$ cat src/hdl/assert_macros.svh
// Assertion macros used by the frame assembler datapath RTL.
// Included by files that check their own logic; no other dependencies.
`ifndef ASSERT_MACROS_SVH
`define ASSERT_MACROS_SVH
`ifndef SYNTHESIS
// Property must hold at every clock edge outside reset.
`define RFA_ASSERT(lbl, clk, rst_n, prop) \
    lbl: assert property (@(posedge clk) disable iff (!rst_n) (prop)) \
        else $error("%m: assertion failed");
// Condition must never be true outside reset.
`define RFA_NEVER(lbl, clk, rst_n, cond) \
    lbl: assert property (@(posedge clk) disable iff (!rst_n) !(cond)) \
        else $error("%m: forbidden condition seen");
`else
`define RFA_ASSERT(lbl, clk, rst_n, prop)
`define RFA_NEVER(lbl, clk, rst_n, cond)
`endif
`endif

$ cat src/hdl/rfa_pkg.sv
// Shared types and constants of the radio frame assembler.
// No dependencies; used by the top level, rfa_ctrl and rfa_dp.
package rfa_pkg;

    localparam int HOLD_LEN       = 17;
    localparam int ENTER_TEXT_LEN = 15;
    localparam int EXIT_TEXT_LEN  = 16;
    localparam logic [15:0] FRAME_LEN_RESET = 16'd256;

    typedef logic [4:0] t_hold_idx;

    // Controller states
    typedef enum logic [0:0] {
        ST_IDLE,
        ST_BURST
    } t_state;

    // Commands from controller to datapath
    typedef struct packed {
        logic take_word;   // input word accepted this cycle
        logic emit_held;   // move one held byte to the output register
    } t_ctl_cmd;

    // Status from datapath to controller
    typedef struct packed {
        logic slot_free;   // output register free or draining
        logic want_burst;  // current input word starts a held-byte burst
        logic burst_end;   // burst index sits on the final held byte
    } t_dp_stat;

    // Pipe-enter status text
    function automatic logic [7:0] enter_at(input logic [3:0] idx);
        logic [7:0] c;
        case (idx)
            4'd0:    c = 8'h2B; // '+'
            4'd1:    c = 8'h50; // 'P'
            4'd2:    c = 8'h49; // 'I'
            4'd3:    c = 8'h50; // 'P'
            4'd4:    c = 8'h45; // 'E'
            4'd5:    c = 8'h20; // ' '
            4'd6:    c = 8'h37; // '7'
            4'd7:    c = 8'h38; // '8'
            4'd8:    c = 8'h37; // '7'
            4'd9:    c = 8'h38; // '8'
            4'd10:   c = 8'h42; // 'B'
            4'd11:   c = 8'h38; // '8'
            4'd12:   c = 8'h41; // 'A'
            4'd13:   c = 8'h45; // 'E'
            4'd14:   c = 8'h0D; // CR
            default: c = 8'h00;
        endcase
        return c;
    endfunction

    // Pipe-exit status text
    function automatic logic [7:0] exit_at(input logic [3:0] idx);
        logic [7:0] c;
        case (idx)
            4'd0:    c = 8'h2B; // '+'
            4'd1:    c = 8'h45; // 'E'
            4'd2:    c = 8'h53; // 'S'
            4'd3:    c = 8'h54; // 'T'
            4'd4:    c = 8'h54; // 'T'
            4'd5:    c = 8'h43; // 'C'
            4'd6:    c = 8'h20; // ' '
            4'd7:    c = 8'h43; // 'C'
            4'd8:    c = 8'h46; // 'F'
            4'd9:    c = 8'h42; // 'B'
            4'd10:   c = 8'h35; // '5'
            4'd11:   c = 8'h32; // '2'
            4'd12:   c = 8'h44; // 'D'
            4'd13:   c = 8'h33; // '3'
            4'd14:   c = 8'h35; // '5'
            default: c = 8'h0D; // CR
        endcase
        return c;
    endfunction

endpackage

$ cat src/hdl/rfa_if.sv
// Valid/ready channel interfaces of the radio frame assembler.
// No dependencies.
interface rfa_rx_if;
    logic       valid;
    logic       ready;
    logic [7:0] rx_byte;

    modport source (output valid, output rx_byte, input ready);
    modport sink   (input valid, input rx_byte, output ready);
endinterface

interface rfa_frame_if;
    logic       valid;
    logic       ready;
    logic [7:0] frame_byte;
    logic       frame_last;

    modport source (output valid, output frame_byte, output frame_last, input ready);
    modport sink   (input valid, input frame_byte, input frame_last, output ready);
endinterface

$ cat src/hdl/radio_frame_assembler.sv
// Radio frame assembler, top level: joins controller and datapath.
// Depends on rfa_pkg, rfa_if, rfa_ctrl and rfa_dp.
//
// Usage:
//   i_rx carries received radio bytes, one word per valid/ready handshake.
//   o_frame returns committed frame bytes in arrival order; frame_last marks
//   the final byte of each frame. i_cfg_we/i_cfg_wdata set frame_length;
//   write it only while no word is in flight.
//   The first 17 bytes of a frame are held in a small memory. If the frame
//   so far equals the pipe-enter or pipe-exit status text, it is dropped.
//   Once past the texts (or when the frame completes), the held bytes leave
//   as a burst of up to 17 words once the controller is in its burst state,
//   one per cycle while the receiver is ready; input is blocked meanwhile.
//   Later bytes pass straight through: result in the cycle after acceptance,
//   and a new word may be accepted every cycle while the receiver is ready.
//   The burst reads the held bytes one at a time through the single read
//   port of the held-byte memory.
//   Reset (synchronous, active low) sets frame_length to 256, clears the
//   fill count and empties the output register.
//   A stalled receiver holds the output word; the input then waits too.
module radio_frame_assembler (
    input  logic         i_clk,
    input  logic         i_rst_n,
    input  logic         i_cfg_we,
    input  logic [15:0]  i_cfg_wdata,
    rfa_rx_if.sink       i_rx,
    rfa_frame_if.source  o_frame
);

    rfa_pkg::t_ctl_cmd cmd;
    rfa_pkg::t_dp_stat stat;
    logic              in_ready;
    logic              out_valid;
    logic [7:0]        out_byte;
    logic              out_last;

    // Controller
    rfa_ctrl u_ctrl (
        .i_clk      (i_clk),
        .i_rst_n    (i_rst_n),
        .i_in_valid (i_rx.valid),
        .o_in_ready (in_ready),
        .i_stat     (stat),
        .o_cmd      (cmd)
    );

    // Datapath
    rfa_dp u_dp (
        .i_clk        (i_clk),
        .i_rst_n      (i_rst_n),
        .i_cfg_we     (i_cfg_we),
        .i_cfg_wdata  (i_cfg_wdata),
        .i_rx_byte    (i_rx.rx_byte),
        .i_cmd        (cmd),
        .o_stat       (stat),
        .i_out_ready  (o_frame.ready),
        .o_out_valid  (out_valid),
        .o_frame_byte (out_byte),
        .o_frame_last (out_last)
    );

    assign i_rx.ready         = in_ready;
    assign o_frame.valid      = out_valid;
    assign o_frame.frame_byte = out_byte;
    assign o_frame.frame_last = out_last;

endmodule

$ cat src/hdl/rfa_ctrl.sv
// Controller of the radio frame assembler: input handshake and burst sequencing.
// Depends on rfa_pkg.
module rfa_ctrl (
    input  logic              i_clk,
    input  logic              i_rst_n,
    input  logic              i_in_valid,
    output logic              o_in_ready,
    input  rfa_pkg::t_dp_stat i_stat,
    output rfa_pkg::t_ctl_cmd o_cmd
);

    rfa_pkg::t_state r_state, n_state;

    // State register
    always_ff @(posedge i_clk) begin
        if (!i_rst_n) begin
            r_state <= rfa_pkg::ST_IDLE;
        end else begin
            r_state <= n_state;
        end
    end

    // Next state and commands
    always_comb begin
        n_state         = r_state;
        o_in_ready      = 1'b0;
        o_cmd.take_word = 1'b0;
        o_cmd.emit_held = 1'b0;
        unique case (r_state)
            rfa_pkg::ST_IDLE: begin
                o_in_ready      = i_stat.slot_free;
                o_cmd.take_word = i_in_valid && i_stat.slot_free;
                if (o_cmd.take_word && i_stat.want_burst) begin
                    n_state = rfa_pkg::ST_BURST;
                end
            end
            rfa_pkg::ST_BURST: begin
                o_cmd.emit_held = i_stat.slot_free;
                if (i_stat.slot_free && i_stat.burst_end) begin
                    n_state = rfa_pkg::ST_IDLE;
                end
            end
            default: begin
                n_state = rfa_pkg::ST_IDLE;
            end
        endcase
    end

endmodule

$ cat src/hdl/rfa_dp.sv
// Datapath of the radio frame assembler: fill count, text match flags,
// held-byte memory, burst index and output register. Depends on rfa_pkg.
`include "assert_macros.svh"
module rfa_dp (
    input  logic              i_clk,
    input  logic              i_rst_n,
    input  logic              i_cfg_we,
    input  logic [15:0]       i_cfg_wdata,
    input  logic [7:0]        i_rx_byte,
    input  rfa_pkg::t_ctl_cmd i_cmd,
    output rfa_pkg::t_dp_stat o_stat,
    input  logic              i_out_ready,
    output logic              o_out_valid,
    output logic [7:0]        o_frame_byte,
    output logic              o_frame_last
);

    logic [15:0]        r_len;
    logic [15:0]        r_fill;
    logic               r_enter_ok;
    logic               r_exit_ok;
    rfa_pkg::t_hold_idx r_idx;
    rfa_pkg::t_hold_idx r_end;
    logic               r_flag;
    logic               r_out_valid;
    logic [7:0]         r_out_byte;
    logic               r_out_last;
    logic [7:0]         r_held [rfa_pkg::HOLD_LEN];

    logic [16:0] n_count;
    logic        frame_done;
    logic        in_hold;
    logic        enter_hit;
    logic        exit_hit;
    logic        text_hit;
    logic        want_single;
    logic        slot_free;

    // Decision for the word at the input
    always_comb begin
        n_count     = {1'b0, r_fill} + 17'd1;
        frame_done  = n_count >= {1'b0, r_len};
        in_hold     = r_fill < 16'(rfa_pkg::HOLD_LEN);
        enter_hit   = (r_fill == 16'(rfa_pkg::ENTER_TEXT_LEN - 1)) && r_enter_ok
                      && (i_rx_byte == rfa_pkg::enter_at(4'(rfa_pkg::ENTER_TEXT_LEN - 1)));
        exit_hit    = (r_fill == 16'(rfa_pkg::EXIT_TEXT_LEN - 1)) && r_exit_ok
                      && (i_rx_byte == rfa_pkg::exit_at(4'(rfa_pkg::EXIT_TEXT_LEN - 1)));
        text_hit    = enter_hit || exit_hit;
        slot_free   = !r_out_valid || i_out_ready;
        want_single = frame_done ? !in_hold
                                 : (!text_hit && (n_count > 17'(rfa_pkg::HOLD_LEN)));
        o_stat.slot_free  = slot_free;
        o_stat.want_burst = frame_done ? in_hold
                                       : (!text_hit && (n_count == 17'(rfa_pkg::HOLD_LEN)));
        o_stat.burst_end  = r_idx == r_end;
    end

    // Configuration register
    always_ff @(posedge i_clk) begin
        if (!i_rst_n) begin
            r_len <= rfa_pkg::FRAME_LEN_RESET;
        end else if (i_cfg_we) begin
            r_len <= i_cfg_wdata;
        end
    end

    // Fill count and running text match flags
    always_ff @(posedge i_clk) begin
        if (!i_rst_n) begin
            r_fill     <= '0;
            r_enter_ok <= 1'b1;
            r_exit_ok  <= 1'b1;
        end else if (i_cmd.take_word) begin
            if (frame_done || text_hit) begin
                r_fill     <= '0;
                r_enter_ok <= 1'b1;
                r_exit_ok  <= 1'b1;
            end else begin
                r_fill     <= n_count[15:0];
                r_enter_ok <= r_enter_ok && (r_fill < 16'(rfa_pkg::ENTER_TEXT_LEN))
                              && (i_rx_byte == rfa_pkg::enter_at(r_fill[3:0]));
                r_exit_ok  <= r_exit_ok && (r_fill < 16'(rfa_pkg::EXIT_TEXT_LEN))
                              && (i_rx_byte == rfa_pkg::exit_at(r_fill[3:0]));
            end
        end
    end

    // Held-byte memory, written while the frame prefix is filling
    always_ff @(posedge i_clk) begin
        if (i_cmd.take_word && in_hold) begin
            r_held[r_fill[4:0]] <= i_rx_byte;
        end
    end

    // Burst index and end marker
    always_ff @(posedge i_clk) begin
        if (!i_rst_n) begin
            r_idx  <= '0;
            r_end  <= '0;
            r_flag <= 1'b0;
        end else if (i_cmd.take_word) begin
            r_idx  <= '0;
            r_end  <= r_fill[4:0];
            r_flag <= frame_done;
        end else if (i_cmd.emit_held) begin
            r_idx  <= r_idx + 5'd1;
        end
    end

    // Output register: pass-through word or registered memory read
    always_ff @(posedge i_clk) begin
        if (!i_rst_n) begin
            r_out_valid <= 1'b0;
        end else if ((i_cmd.take_word && want_single) || i_cmd.emit_held) begin
            r_out_valid <= 1'b1;
        end else if (i_out_ready) begin
            r_out_valid <= 1'b0;
        end
    end

    always_ff @(posedge i_clk) begin
        if (i_cmd.emit_held) begin
            r_out_byte <= r_held[r_idx];
            r_out_last <= r_flag && (r_idx == r_end);
        end else if (i_cmd.take_word && want_single) begin
            r_out_byte <= i_rx_byte;
            r_out_last <= frame_done;
        end
    end

    assign o_out_valid  = r_out_valid;
    assign o_frame_byte = r_out_byte;
    assign o_frame_last = r_out_last;

    // Checks
    `RFA_ASSERT(a_done_clears_fill, i_clk, i_rst_n, (i_cmd.take_word && frame_done) |=> (r_fill == 16'd0))
    `RFA_ASSERT(a_burst_in_range, i_clk, i_rst_n, i_cmd.emit_held |-> (r_idx <= r_end && r_end <= 5'd16))
    `RFA_NEVER(a_no_overwrite, i_clk, i_rst_n, (i_cmd.take_word || i_cmd.emit_held) && !slot_free)
    `RFA_NEVER(a_cmd_exclusive, i_clk, i_rst_n, i_cmd.take_word && i_cmd.emit_held)

endmodule

$ cat src/flat_wrapper.sv
// flat-port wrapper written by rule: the top's interface ports become plain ports
module radio_frame_assembler_flat 
  (i_clk, i_rst_n, i_cfg_we, i_cfg_wdata, i_rx_valid, i_rx_rx_byte, i_rx_ready, o_frame_valid, o_frame_frame_byte, o_frame_frame_last, o_frame_ready);
  rfa_rx_if i_rx_i ();
  rfa_frame_if o_frame_i ();
  input  logic i_clk;
  input  logic i_rst_n;
  input  logic i_cfg_we;
  input  logic [15:0] i_cfg_wdata;
  input wire logic [$bits(i_rx_i.valid)-1:0] i_rx_valid;
  input wire logic [$bits(i_rx_i.rx_byte)-1:0] i_rx_rx_byte;
  output wire logic [$bits(i_rx_i.ready)-1:0] i_rx_ready;
  output wire logic [$bits(o_frame_i.valid)-1:0] o_frame_valid;
  output wire logic [$bits(o_frame_i.frame_byte)-1:0] o_frame_frame_byte;
  output wire logic [$bits(o_frame_i.frame_last)-1:0] o_frame_frame_last;
  input wire logic [$bits(o_frame_i.ready)-1:0] o_frame_ready;
  assign i_rx_i.valid = i_rx_valid;
  assign i_rx_i.rx_byte = i_rx_rx_byte;
  assign i_rx_ready = i_rx_i.ready;
  assign o_frame_valid = o_frame_i.valid;
  assign o_frame_frame_byte = o_frame_i.frame_byte;
  assign o_frame_frame_last = o_frame_i.frame_last;
  assign o_frame_i.ready = o_frame_ready;
  radio_frame_assembler u_core (.i_clk(i_clk), .i_rst_n(i_rst_n), .i_cfg_we(i_cfg_we), .i_cfg_wdata(i_cfg_wdata), .i_rx(i_rx_i), .o_frame(o_frame_i));
endmodule
$ cat config.mk
export PLATFORM = sky130hd
export DESIGN_NAME = radio_frame_assembler_flat
export DESIGN_NICKNAME = d
export VERILOG_FILES = /design/src/hdl/rfa_pkg.sv /design/src/hdl/rfa_if.sv /design/src/hdl/radio_frame_assembler.sv /design/src/hdl/rfa_ctrl.sv /design/src/hdl/rfa_dp.sv /design/src/flat_wrapper.sv
export VERILOG_INCLUDE_DIRS = /design/src /design/src/hdl
export SDC_FILE = /design/constraint.sdc
export NUM_CORES = 1
export LEC_CHECK = 0
export BUFFER_PORTS_ARGS = -buffer_cell sky130_fd_sc_hd__buf_2
export CELL_PAD_IN_SITES_DETAIL_PLACEMENT = 1
export CELL_PAD_IN_SITES_GLOBAL_PLACEMENT = 1
export CORE_AREA = 2 2 135 137
export CTS_CLUSTER_SIZE = 24
export DETAILED_ROUTE_END_ITERATION = 6
export DIE_AREA = 0 0 137 139
export PLACE_DENSITY_LB_ADDON = 0.1
export SLEW_MARGIN = 25
export SYNTH_ARGS = -nofsm -noshare
export SYNTH_HDL_FRONTEND = slang
export SYNTH_SLANG_ARGS = --single-unit
$ cat constraint.sdc
create_clock -name i_clk -period 11.4 [get_ports i_clk]
set_input_delay 1.71 -clock i_clk [delete_from_list [all_inputs] [get_ports i_clk]]
set_output_delay 1.71 -clock i_clk [all_outputs]
set_load 0.01 [all_outputs]
# Word level (Yosys, flattened, before mapping)
# Memory sizes are Yosys's and may differ from the RTL's. A register that Yosys moved wholly into a read port is not among the register bits.
# Index checks and enable logic that the tools add are counted.
[totals]
output_inout_bits = 11
inputBits = 29
memories = 3
romBits = 224
ram_bits = 136
regBits = 56
elab_cells = 87
[memory_table]
columns = ["memory", "depth", "word_bits", "read_ports", "rd_ports_with_merged_regs", "write_ports", "line_no", "source"]
rows = [
  ["u_core.u_dp.r_held", 17, 8, 1, 1, 1, "rfa_dp.sv:28", "logic [7:0] r_held [rfa_pkg::HOLD_LEN];"],
  ["(no name shown)", 16, 7, 1, 1, 0, "rfa_pkg.sv:34", "case (idx)"],
  ["(no name shown)", 16, 7, 1, 1, 0, "rfa_pkg.sv:58", "case (idx)"],
]
[classes]
n_eq_ne = 7
n_reduce_logical = 26
n_bitwise = 2
magnitude_cmp = 5
add_sub_neg = 2
n_mux = 31
[ops]
columns = ["cell", "count"]
rows = [
  ["$mux W8", 8],
  ["$eq A16 B4 Y1 const B", 2],
  ["$lt A16 B5 Y1 const B", 2],
  ["$add A16 B1 Y17 const B", 1],
  ["$eq A17 B5 Y1 const B", 1],
  ["$ge A17 B16 Y1", 1],
  ["$gt A17 B5 Y1 const B", 1],
  ["$eq A8 B8 Y1", 2],
  ["$logic_and A1 B1 Y1", 16],
  ["$lt A16 B4 Y1 const B", 1],
  ["$mux W16", 1],
  ["$mux W4", 4],
  ["$mux W1", 15],
  ["$mux W5", 2],
  ["$eq A8 B4 Y1 const B", 1],
  ["$add A5 B1 Y5 const B", 1],
  ["$eq A5 B5 Y1", 1],
  ["$logic_or A1 B1 Y1", 4],
  ["$reduce_bool A2 Y1", 2],
  ["$logic_not A1 Y1", 3],
  ["$not A1 Y1", 2],
  ["$pmux W1 S2", 1],
  ["$reduce_or A2 Y1", 1],
]

# Logic depth before layout (Yosys ltp)
[depth]
word_depth = 11
ltp_mapped = 18
mapped_depth_nobuf = 16

# Hierarchy
# From an unflattened synthesis, not the netlist that was laid out.
[hier_totals]
hier_cells = 703
hier_area_um2 = 9605.5
[by_module_without_submodules]
columns = ["mod", "seq_area_each_um2", "cells_per_inst", "instances", "area_each_um2"]
rows = [
  ["rfa_dp", 5655.4, 696, 1, 9545.4],
  ["rfa_ctrl", 20.0, 7, 1, 60.1],
]

# Worst setup path after synthesis
# Ideal clock, no wire load.
[synth_path]
path_kind = "reg2reg"
from = "register u_core.u_dp.r_fill[1]"
to = "register u_core.u_dp.r_out_byte[0] (netlist: u_core.u_dp.o_frame_byte[0]) (enable)"
period_less_slack_ns = 4.556
n_path_buf = 4
t_arrival_ns = 4.168
slack_ns = 6.844
stages_incl_launch_ff = 17
t_required_ns = 11.013
setup_ns = 0.387
cell_sequence = "dfxtp_1 ha_1 clkbuf_1 nand3_1 clkbuf_1 nor4_1 nand3_1 xnor2_1 ha_1 a21o_1 a21o_1 or2_2 clkbuf_1 and3b_1 clkbuf_1 a31oi_1 o21ai_0"
[synth_between]
elab_chain_cells = 9
word_cells_on_any_way = 17
classes_between = "add/sub: 1; order compare: 3; eq/ne: 2; mux: 1; reduce/logical: 10"
[synth_rtl]
columns = ["element", "line_no", "source"]
rows = [
  ["start: declaration", "rfa_dp.sv:19", "logic [15:0] r_fill;"],
  ["start signal: assignment", "rfa_dp.sv:79", "r_fill <= n_count[15:0];"],
  ["branches (longest 6 deep; another with $add A16 B1 Y17)", "n/a", ""],
  ["$mux W1 (*)", "rfa_dp.sv:50", "want_single = frame_done ? !in_hold"],
  ["$logic_and A1 B1 Y1 (*)", "rfa_dp.sv:125", "end else if (i_cmd.take_word && want_single) begin"],
  ["$reduce_bool A2 Y1 (no line) (*)", "n/a", ""],
  ["end signal: assignment", "rfa_dp.sv:123", "r_out_byte <= r_held[r_idx];"],
  ["end signal: assignment", "rfa_dp.sv:126", "r_out_byte <= i_rx_byte;"],
  ["end: declaration", "rfa_dp.sv:26", "logic [7:0] r_out_byte;"],
]
# Every way passes the cells marked *.
# A chain may end at the register's enable or synchronous reset.

==> qor.txt <==
final hold violation count: 0
clock buffer depth: 3
IO Port Bufs: 39
YS warnings: 0
GR Util All Layers: 0.255
CP Launch Point: u_core.u_dp.r_fill[0]$_SDFFE_PN0P_
ANT nets after route: 0
Remaining Overflow, GRT: 0
WHS Path Cells: 2
CTS tree: built
Clock Pin Slew Worst Setup and Hold Paths: 0.06 ns
R2R setup slack: 5.90 ns
core area: 17,700 um2
first-pass GRT wire length: 36,800 um
r2r startpoint: u_core.u_dp.r_fill[0]$_SDFFE_PN0P_
crit path time final: 5.50 ns
DR vias/cell: 6.05
H-tree depth: 1
post-CTS setup buffer count: 0
CTS root buffer: clkbuf_16
Layout Skew: 0.0109 ns
initial antenna violation count: 0
CP endpoint kind: register
hold buffer count at cts: 0
Max Clock Freq: 182 MHz
Rel. slew slack: 0.386
Required @ worst endpoint: 11.78 ns
synth-to-layout area growth: 11.5%
Max Slew Vio Count: 0
Rows: 49
Slew @ Worst Pin: 0.918 ns
Initial Util: 0.535
Final HPWL DP: 15,400 um
commonest non-fill, non-tap cells in the layout: edfxtp_1 (145), dfxtp_1 (64), nor2_1 (63)
I/O pin count: 40
dpl ws: 5.99 ns
routability congestion estimate: 0.925
WL final: 23,800 um
DRC viols: 0
Unique masters post-synth: 57
worst r2r path cells: 16
largest net degree at the start of global routing: 33
clock latency at the later pin of the worst-skew pair: 0.50 ns
worst-path cell chain: ha_1 -> nand3_1 -> nor4_1 -> nand3_1 -> xnor2_1 -> ha_1 -> nand3_1 -> nor3_1 -> a2bb2oi_1 -> nand3_2 -> o31ai_2 -> inv_1 -> ha_1 -> inv_1 -> mux2i_1 -> mux2_2
Iteration-0 DRC Markers: 414
Leakage: 3.82 nW
final worst path period share: 0.482
Detailed Routing Iterations Pass 1: 4
crit path DAT: 5.88 ns
Die W: 137 um
WL/cell: 24.3 um
fill cell count: 1,720
Sum Neg Setup Slack: 0 ns
fin worst setup slack: 5.90 ns
CP Max Fanout: 12
RSZ-0062 raised after global routing: false
via count: 5,916
post-synthesis async set-or-reset flop share: 0
number of global-route vias before repair: 6,355
Seq cells post-synth: 211
post-CTS sizing: 0
outcome: completed
syn_nets: 767
clk sink count: 211
PD cells: 169 nW/um2
Synth Area per Inst: 13.4 um2
Max Cap Viol: 0
CTS Buf Count: 23
Setup Crit Path Kind: register to register
Design Area, Final: 10,500 um2
synthesized area: 9450 um2
Area after DPL: 9780 um2
Critical-path top delay cell: o31ai_2
die area: 19,000 um2
Post-synth top flop: edfxtp_1
most common cell after layout, fill and taps aside: edfxtp_1
Syn Inst Count: 706
Tot Pwr: 1.78 mW
Hold Path Class: register to register
number of synthesized flops with an enable pin: 145
Final #Nets: 795
Die Height: 139 um
share of cells above drive strength 1: 0.168
register area share after synthesis: 0.601
Ant. Diodes: 0
CP max stage delay: 0.68 ns
startpoint types: register
setup violators final: 0
maximum vdd ir drop: 0.111 mV
cells by family (layout without fill, tap and decap cells):
| logic type | Yosys count | in the layout | share of synthesized area |
|---|---|---|---|
| AND/OR/NAND/NOR | 189 | 189 | 0.0930 |
| adder cells (fa/ha/maj) | 32 | 32 | 0.0424 |
| flip-flops | 211 | 211 | 0.601 |
| buffers and inverters | 75 | 118 | 0.0331 |
| AO/OA/AOI/OAI | 82 | 82 | 0.0585 |
| multiplexers | 80 | 80 | 0.138 |
| XOR/XNOR | 37 | 37 | 0.0343 |
worst max-delay path, delay by kind of cell (launching register included):
family | cells | cell delay (ns)
mux | 2 | 0.36
fa+ha+maj | 3 | 1.11
flops | 1 | 0.64
xor+xnor | 1 | 0.24
buf+inv | 2 | 0.37
simple gates | 6 | 1.64
compound gates | 2 | 1.02
power breakdown:
part | total [mW] | internal, mW | switching, mW
Clock | 0.745 | 0.443 | 0.302
Sequential | 0.875 | 0.852 | 0.0231
Combinational | 0.155 | 0.0601 | 0.0947
metrics by stage:
step	hold slack (ns)	util	instances
finish	0.471	0.597	978
global route	0.483	0.597	978
CTS	0.474	0.596	978
detailed placement	0.465	0.554	938
global placement	0.467	0.554	938
floorplan	0.448	-	706
per-layer routing:
layer / wire length, um / up-vias / global-route usage
met5: 0 / - / 0
met1: 9700 / 3016 / 0.332
met2: 12300 / 182 / 0.444
met3: 1180 / 39 / 0.0329
met4: 578 / 0 / 0.0716
li1: - / 2679 / -
synth_stat cells (all sizes together), types with 16 or more instances:
cell | instances | area [um2]
xor2 | 17 | 149
mux4 | 40 | 901
ha | 32 | 400
dfxtp | 66 | 1320
clkbuf | 27 | 101
inv | 36 | 138
nand3 | 17 | 90.1
mux2i | 39 | 390
nand2 | 55 | 206
xnor2 | 20 | 175
nor2 | 63 | 236
a21oi | 16 | 80.1
edfxtp | 145 | 4350
o21ai | 20 | 100
registers in the layout, summed over array words and instances, names as in the netlist, named ones only:
signal / flops
u_core.u_ctrl.r_state: 1
u_core.u_dp.o_frame_byte: 8
u_core.u_dp.o_frame_last: 1
u_core.u_dp.o_out_valid: 1
u_core.u_dp.r_end: 5
u_core.u_dp.r_enter_ok: 1
u_core.u_dp.r_exit_ok: 1
u_core.u_dp.r_fill: 16
u_core.u_dp.r_flag: 1
u_core.u_dp.r_held: 136
u_core.u_dp.r_idx: 5
u_core.u_dp.r_len: 16
cell type report:
| class | instances | area [um2] | area share |
|---|---|---|---|
| timing repair buffer | 42 | 218 | 0.0207 |
| sequential | 211 | 5680 | 0.539 |
| clock buffer | 27 | 601 | 0.0570 |
| tap | 229 | 287 | 0.0272 |
| multi-input combinational | 420 | 3470 | 0.330 |
| inverter | 36 | 138 | 0.0131 |
| clock inverter | 13 | 141 | 0.0134 |
worst min path at each step:
stage,endpoint,slack [ns],start
final,u_core.u_dp.r_end[0]$_SDFFE_PN0P_,0.47,u_core.u_dp.r_end[0]$_SDFFE_PN0P_
after global routing,u_core.u_dp.r_end[0]$_SDFFE_PN0P_,0.48,u_core.u_dp.r_end[0]$_SDFFE_PN0P_
after CTS,u_core.u_dp.r_end[0]$_SDFFE_PN0P_,0.47,u_core.u_dp.r_end[0]$_SDFFE_PN0P_
after detailed placement,u_core.u_dp.r_end[4]$_SDFFE_PN0P_,0.46,u_core.u_dp.r_end[4]$_SDFFE_PN0P_
after global placement,u_core.u_dp.r_end[4]$_SDFFE_PN0P_,0.47,u_core.u_dp.r_end[4]$_SDFFE_PN0P_
after floorplan,u_core.u_dp.r_end[4]$_SDFFE_PN0P_,0.45,u_core.u_dp.r_end[4]$_SDFFE_PN0P_
Note: power is estimated with default switching activity, not from simulation.
